## config.mk

```make
export PLATFORM = sky130hd
export DESIGN_NAME = drmt_cell
export DESIGN_NICKNAME = d
export VERILOG_FILES = /design/src/rtl/drmt_pkg.sv /design/src/rtl/drmt_cell.sv
export SDC_FILE = /design/constraint.sdc
export NUM_CORES = 1
export LEC_CHECK = 0
export CORE_MARGIN = 1
export CORE_UTILIZATION = 35
export CTS_BUF_LIST = sky130_fd_sc_hd__clkbuf_16
export CTS_CLUSTER_SIZE = 40
export DETAILED_ROUTE_END_ITERATION = 12
export DONT_BUFFER_PORTS = 1
export SYNTH_ARGS = -nofsm -noshare
export SYNTH_HDL_FRONTEND = slang
export SYNTH_SLANG_ARGS = --single-unit
```

## constraint.sdc

```tcl
create_clock -name clk_i -period 8.34 [get_ports clk_i]
set_input_delay 1.668 -clock clk_i [delete_from_list [all_inputs] [get_ports clk_i]]
set_output_delay 1.668 -clock clk_i [all_outputs]
set_load 0.005 [all_outputs]
```

## src/rtl/drmt_pkg.sv

```systemverilog
// Package for the dirty rectangle merge table: field widths, codes and the
// structs shared by the cells and the top level. No dependencies.
`timescale 1ns / 1ps
`default_nettype none

package drmt_pkg;

  localparam int unsigned COORD_W   = 15;
  localparam int unsigned SIZE_W    = 16;
  localparam int unsigned SLOT_W    = 4;
  localparam int unsigned CMD_W     = 2;
  localparam int unsigned ACT_W     = 3;
  localparam int unsigned COUNT_W   = 5;
  localparam int unsigned CFG_IDX_W = 1;

  localparam logic [COORD_W-1:0] SCREEN_W_RST = 15'd1024;
  localparam logic [COORD_W-1:0] SCREEN_H_RST = 15'd768;

  typedef enum logic [CMD_W-1:0] {
    CMD_MARK   = 2'd0,
    CMD_CLEAR  = 2'd1,
    CMD_READ   = 2'd2,
    CMD_UNUSED = 2'd3
  } cmd_e;

  typedef enum logic [ACT_W-1:0] {
    ACT_MERGED     = 3'd0,
    ACT_APPENDED   = 3'd1,
    ACT_OVERFLOW   = 3'd2,
    ACT_CLEARED    = 3'd3,
    ACT_READ_OK    = 3'd4,
    ACT_READ_EMPTY = 3'd5
  } action_e;

  typedef enum logic [CFG_IDX_W-1:0] {
    REG_SCREEN_W = 1'b0,
    REG_SCREEN_H = 1'b1
  } cfg_reg_e;

  typedef enum logic {
    OP_MARK = 1'b0,
    OP_READ = 1'b1
  } probe_op_e;

  typedef enum logic [2:0] {
    ST_IDLE   = 3'b001,
    ST_SCAN   = 3'b010,
    ST_FINISH = 3'b100
  } state_e;

  typedef struct packed {
    logic [COORD_W-1:0] x;
    logic [COORD_W-1:0] y;
    logic [SIZE_W-1:0]  w;
    logic [SIZE_W-1:0]  h;
  } entry_t;

  // Word travelling down the cell row, one cell per cycle.
  typedef struct packed {
    logic               valid;
    probe_op_e          op;
    logic               hit;
    logic [SLOT_W-1:0]  slot;   // read index, or slot of the merge
    logic [COORD_W-1:0] x;
    logic [COORD_W-1:0] y;
    logic [SIZE_W-1:0]  nr;     // right edge of the new rectangle
    logic [SIZE_W-1:0]  nb;     // bottom edge
    entry_t             res;
  } probe_t;

  typedef struct packed {
    action_e            action;
    logic [SLOT_W-1:0]  slot;
    entry_t             rect;
    logic [COUNT_W-1:0] count;
  } res_t;

endpackage

`default_nettype wire

```

## src/rtl/drmt_cell.sv

```systemverilog
// One table cell: holds a single rectangle entry, tests the passing probe
// word against it and hands the word on. Depends on drmt_pkg.
`timescale 1ns / 1ps
`default_nettype none

module drmt_cell import drmt_pkg::*; #(
  parameter int unsigned IDX = 0,
  parameter int unsigned CW  = 5
) (
  input  wire logic          clk_i,
  input  wire logic          rst_ni,
  input  wire probe_t        probe_i,
  output      probe_t        probe_o,
  input  wire logic          wr_en_i,
  input  wire entry_t        wr_entry_i,
  input  wire logic [CW-1:0] count_i
);

  localparam logic [SLOT_W-1:0] SLOT = SLOT_W'(IDX);

  entry_t ent_q, ent_d, mrg;
  probe_t probe_q, probe_d;
  logic [SIZE_W:0] er, eb, rx, by;
  logic [COORD_W-1:0] lx, ty;
  logic live, apart;

  always_comb begin
    er    = (SIZE_W+1)'(ent_q.x) + (SIZE_W+1)'(ent_q.w);
    eb    = (SIZE_W+1)'(ent_q.y) + (SIZE_W+1)'(ent_q.h);
    live  = IDX < 32'(count_i);
    // inclusive edges: touching counts as overlap
    apart = ((SIZE_W+1)'(probe_i.x) > er) || (probe_i.nr < SIZE_W'(ent_q.x)) ||
            ((SIZE_W+1)'(probe_i.y) > eb) || (probe_i.nb < SIZE_W'(ent_q.y));
    lx    = (probe_i.x < ent_q.x) ? probe_i.x : ent_q.x;
    ty    = (probe_i.y < ent_q.y) ? probe_i.y : ent_q.y;
    rx    = ((SIZE_W+1)'(probe_i.nr) > er) ? (SIZE_W+1)'(probe_i.nr) : er;
    by    = ((SIZE_W+1)'(probe_i.nb) > eb) ? (SIZE_W+1)'(probe_i.nb) : eb;
    mrg.x = lx;
    mrg.y = ty;
    mrg.w = SIZE_W'(rx - (SIZE_W+1)'(lx));
    mrg.h = SIZE_W'(by - (SIZE_W+1)'(ty));

    probe_d = probe_i;
    ent_d   = ent_q;
    if (probe_i.valid && !probe_i.hit && live) begin
      unique case (probe_i.op)
        OP_MARK: begin
          if (!apart) begin
            ent_d         = mrg;
            probe_d.hit   = 1'b1;
            probe_d.slot  = SLOT;
            probe_d.res   = mrg;
          end
        end
        OP_READ: begin
          if (32'(probe_i.slot) == IDX) begin
            probe_d.hit = 1'b1;
            probe_d.res = ent_q;
          end
        end
        default: ;
      endcase
    end
    if (wr_en_i) begin
      ent_d = wr_entry_i;
    end
  end

  always_ff @(posedge clk_i or negedge rst_ni) begin
    if (!rst_ni) begin
      probe_q <= '0;
    end else begin
      probe_q <= probe_d;
    end
  end

  always_ff @(posedge clk_i) begin
    ent_q <= ent_d;
  end

  assign probe_o = probe_q;

endmodule

`default_nettype wire

```

## Word level (Yosys, flattened, before mapping)

Cells that the tools add are included.

| cells by class | value |
|---|---|
| multipliers | 0 |
| $add $sub $neg | 4 |
| mux-type cells | 17 |
| shift-type cells | 0 |
| div/mod/pow operators | 0 |
| reduce and logical (&&, ||, !) cells | 9 |
| eq/ne operators | 2 |
| magnitude comparators | 9 |
| bitwise logic cells | 1 |

Operators with widths:

| kind | number |
|---|---|
| two-way mux 62 bit | 7 |
| case mux 62 bit (2 select lines) | 1 |
| adder 15 x 16 -> 17 bit | 2 |
| > comparator 15 x 17 -> 1 bit | 2 |
| > comparator 16 x 17 -> 1 bit | 2 |
| < comparator 16 x 15 -> 1 bit | 2 |
| two-way mux 16 bit | 2 |
| subtractor 16 x 15 -> 16 bit | 2 |
| < comparator 15 bit | 2 |
| two-way mux 15 bit | 2 |
| two-way mux 5 bit | 2 |
| < comparator 1 x 5 -> 1 bit (first input constant) | 1 |
| logical NOT 4 bit | 1 |
| two-way mux 4 bit | 1 |
| logical OR 1 bit | 3 |
| AND reduction 3 bit | 1 |
| logical AND 1 bit | 2 |
| inequality test 2 x 1 -> 1 bit (second input constant) | 1 |
| inequality test 2 bit (second input constant) | 1 |
| case mux 1 bit (2 select lines) | 1 |
| nonzero test 2 bit | 1 |
| logical NOT 1 bit | 1 |
| two-way mux 1 bit | 1 |
| NOT 1 bit | 1 |

| word-level totals | value |
|---|---|
| output and inout bits | 131 |
| memories kept | 0 |
| bits in writable memories | 0 |
| bits in latches | 0 |
| register bits | 193 |
| bits in read-only memories | 0 |

## Longest topological paths before layout

| depth | value |
|---|---|
| depth after elaboration | 9 |
| depth in mapped cells | 32 |
| mapped depth without buffers | 29 |

## Least setup slack after synthesis

OpenSTA, ideal clock, no wires.

| path | value |
|---|---|
| kind | flip-flop to flip-flop |
| start point | reg ent_q[41] (netlist name) |
| end point | reg ent_q[15] (netlist name) (data pin) |
| data required time | 8,073 ps |
| path slack | 1,907 ps |
| clock period less this slack | 6,433 ps |
| cell stages (with the launch flop) | 32 |
| arrival | 6,166 ps |
| path through | edfxtp_1 ha_1 buf_2 nand3_1 or2_0 or3_1 a21oi_1 o21a_1 nor2_1 xnor2_1 ha_1 nand4_1 nor4_1 o2111ai_1 a211oi_1 nor4_1 nand2_1 buf_2 clkbuf_1 nor2_1 a21oi_1 ha_1 o21a_1 o31a_1 o41ai_1 o21ai_0 o41ai_1 o21ai_0 a21o_1 a21oi_1 xor2_1 o21ai_0 |

RTL lines:

| what | RTL line | RTL |
|---|---|---|
| start, declared | drmt_cell.sv:21 | `entry_t ent_q, ent_d, mrg;` |
| start signal, assigned | drmt_cell.sv:78 | `ent_q <= ent_d;` |

==> results.sh <==
export IMPL_path_buf_inv=1
export IMPL_cts_buffers=17
export IMPL_arrival_ns=7.58
export IMPL_grt_use_met1_pct=29.3
export IMPL_dr_pass1_iters=5
export IMPL_placement_io_buffers=0
export IMPL_start_kind="register"
export IMPL_crit_family="compound AO/OA/AOI/OAI gates"
export IMPL_synthTopCellsByArea="dfrtp_1 (23%), ha_1 (15%), edfxtp_1 (13%), mux2_2 (5.2%), inv_1 (3.3%)"
export IMPL_critPathCaptureType="register"
export IMPL_syn_nets=1842
export IMPL_place_congestion=0.973
export IMPL_crit_type="reg2reg"
export IMPL_n_fill_cell=3894
export IMPL_hpwl_um=38400
export IMPL_drc=0
export IMPL_cts_buffer_depth=2
export IMPL_grt_pass1_wl_um=75700
export IMPL_synth_top_area_share_pct=23.1
export IMPL_dr_total_vias=11700
export IMPL_viasPerCell=5.93
export IMPL_drive_gt1_share_pct=10.8
export IMPL_core_mm2=0.0399
export IMPL_clkSinkCount=193
export IMPL_maxSlewHeadroom_pct=37.9
export IMPL_num_rows=73
export IMPL_wirelength_um=51300
export IMPL_synth_area_leader_cell="dfrtp_1"
export IMPL_die_h_um=203
export IMPL_drt_iter0_markers=899
export IMPL_dieArea_mm2=0.0414
export IMPL_grtUsageTotal_pct=24.7
export IMPL_busiest_layer="met2"
export IMPL_ys_seq_elements=193
export IMPL_synth_edff_count=62
export IMPL_slowest_stage="edfxtp_1"
export IMPL_grt_use_met3_pct=6.06
export IMPL_power_frac_comb_pct=70.9
export IMPL_fin_nets=1820
export IMPL_place_area_mm2=0.0148
export IMPL_final_period_utilization_pct=88.3
export IMPL_power_leakage_uw=0.00694
export IMPL_ant_nets=0
export IMPL_insertion_delay_ns=0.47
export IMPL_yosys_cell_count_top_type="ha_1"
export IMPL_antennaDiodeCount=0
export IMPL_syn_cell_area_mm2=0.0142
export IMPL_syn_to_final_growth_pct=8.51
export IMPL_synth_seq_area_share_pct=36.2
export IMPL_wire_per_inst_um=25.9
export IMPL_rsz0062_at_grt="false"
export IMPL_max_freq_ghz=0.136
export IMPL_multi_input_area_mm2=0.00840
export IMPL_pin_count=332
export IMPL_cpPeakStageDelay_ns=0.46
export IMPL_setup_violations=0
export IMPL_synth_cells=1465
export IMPL_rrSetupSlack_ns=0.98
export IMPL_hold_path_class="reg2reg"
export IMPL_h_tree_depth=4
export IMPL_period_needed_ns=7.36
export IMPL_p_clk_share_pct=11.3
export IMPL_p_sw_uw=3940
export IMPL_ys_types=79
export IMPL_start_util_pct=35.6
export IMPL_drv_slew=0
export IMPL_critPathMaxFanout=15
export IMPL_setup_tns_final_ns=0
export IMPL_worstPathRequired_ns=8.56
export IMPL_p_seq_share_pct=17.8
export IMPL_worstMarginPinSlew_ns=0.932
export IMPL_finClkSkew_ns=0.0171
export IMPL_cts_setup_buffers=0
export IMPL_vdd_drop_max_mv=0.260
export IMPL_die_x_um=203
export IMPL_grt_max_degree=132
export IMPL_path_clk_slew_ns=0.07
export IMPL_finish_instance_area_mm2=0.0154
export IMPL_synth_common_cells="ha_1 (172), dfrtp_1 (131), inv_1 (125), nand2_1 (115), nor2_1 (89)"
export IMPL_clockRootBuffer="clkbuf_16"
export IMPL_gr_total_overflow=0
export IMPL_drv_cap=0
export IMPL_synth_area_per_cell_um2=9.70
export IMPL_grt_pass1_vias=12000
export IMPL_p_per_area_mw_per_mm2=525
export IMPL_regArea_mm2=0.00514
export IMPL_outcome="complete, no violations"
export IMPL_gr_usage_met2_pct=43.4
export IMPL_cts_tree="yes"
export IMPL_yosysWarningCount=0
export IMPL_antenna_found_initial=2
export IMPL_ys_async_sr_fraction_pct=67.9
export IMPL_p_sw_share_pct=48.7
export IMPL_p_int_uw=4150
export IMPL_ys_flop_type="dfrtp_1"
export IMPL_final_hold_viol_count=0
-- path summary, 6_finish.rpt --
kind                           start          end  depth (start not counted)
max in group asynchronous     rst_ni   probe_o[1]                          0
min in group asynchronous     rst_ni  probe_o[14]                          0
hold / removal             ent_q[11]  probe_o[11]                          4
setup reg to reg           ent_q[32]    ent_q[15]                         29
setup / recovery           ent_q[32]    ent_q[15]                         29
hold reg to reg            ent_q[11]  probe_o[11]                          4
-- power by group through the flow --
stage | clock, uW | combinational [uW] | sequential (uW)
after global routing | 976 | 6290 | 1460
after detailed placement | 0 | 5620 | 1460
after global placement | 0 | 5580 | 1450
final | 916 | 5730 | 1440
after floorplan | 0 | 4230 | 1390
after CTS | 941 | 5660 | 1440
-- per-stage QoR --
step / total power [uW] / hold slack (ns) / cells / utilization [%] / setup WS, ns
2_1_floorplan: 5620 / 0.589 / 1465 / - / 1.91
3_3_place_gp: 7030 / 0.671 / 1949 / 37.0 / 0.678
3_5_place_dp: 7080 / 0.671 / 1949 / 37.0 / 0.669
4_1_cts: 8050 / 0.693 / 1981 / 38.6 / 0.889
5_1_grt: 8730 / 0.753 / 1981 / 38.6 / 0.254
6_report: 8090 / 0.679 / 1981 / 38.6 / 0.978
-- kinds of logic (layout without fill, tap and decap cells) --
logic type      after synthesis  count (layout)  share of synthesized area [%]
fa+ha+maj                   177             177                           15.8
mux                          86              86                           6.63
flops                       193             193                           36.2
xor+xnor                     52              52                           3.30
compound gates              425             425                           21.5
simple gates                350             350                           11.6
buf+inv                     182             173                           4.98
-- cells in the final DEF, fill, tap and decap left out, types with 28 or more instances in the layout --
cell,netlist,routed
ha_1,172,172
dfrtp_1,131,131
inv_1,125,126
nand2_1,115,115
nor2_1,89,88
o21ai_0,82,81
mux2_2,65,65
a21oi_1,65,64
edfxtp_1,62,62
a21o_1,36,36
o22ai_1,33,33
xnor2_1,28,28
-- layout make-up --
type / instances / share of cell area [%]
Clock buffer: 19 / 3.08
Clock inverter: 13 / 1.01
Inverter: 126 / 3.07
Multi-Input combinational cell: 1090 / 54.5
Sequential cell: 193 / 33.3
Tap cell: 525 / 4.26
Timing Repair Buffer: 15 / 0.731
-- sequential cells by signal (all words and copies together), names as in the netlist --
signal,count
probe_o,131
ent_q,62
-- routing by layer --
| layer | vias up | share of wire, % |
|---|---|---|
| li1 | 5387 | - |
| met1 | 5825 | 40 |
| met2 | 465 | 50 |
| met3 | 60 | 6.9 |
| met4 | 2 | 2.4 |
| met5 | - | 0.025 |
-- worst reg2reg max path: cells and delay by family (launching register included) --
| family | cells | cell delay (ns) |
|---|---|---|
| adders and majority gates | 4 | 1.26 |
| AOI/OAI and AO/OA | 15 | 3.37 |
| buffers and inverters | 1 | 0.32 |
| DFF | 1 | 0.46 |
| xor gates and xnor gates | 2 | 0.39 |
| and+or+nand+nor | 7 | 1.31 |
-- what timing repair did --
item	in CTS	in global routing
hold buffers	0	0
resized for setup	0	1
endpoints found under the setup margin	0	2
No activity file was read; power rests on OpenSTA's default activity.
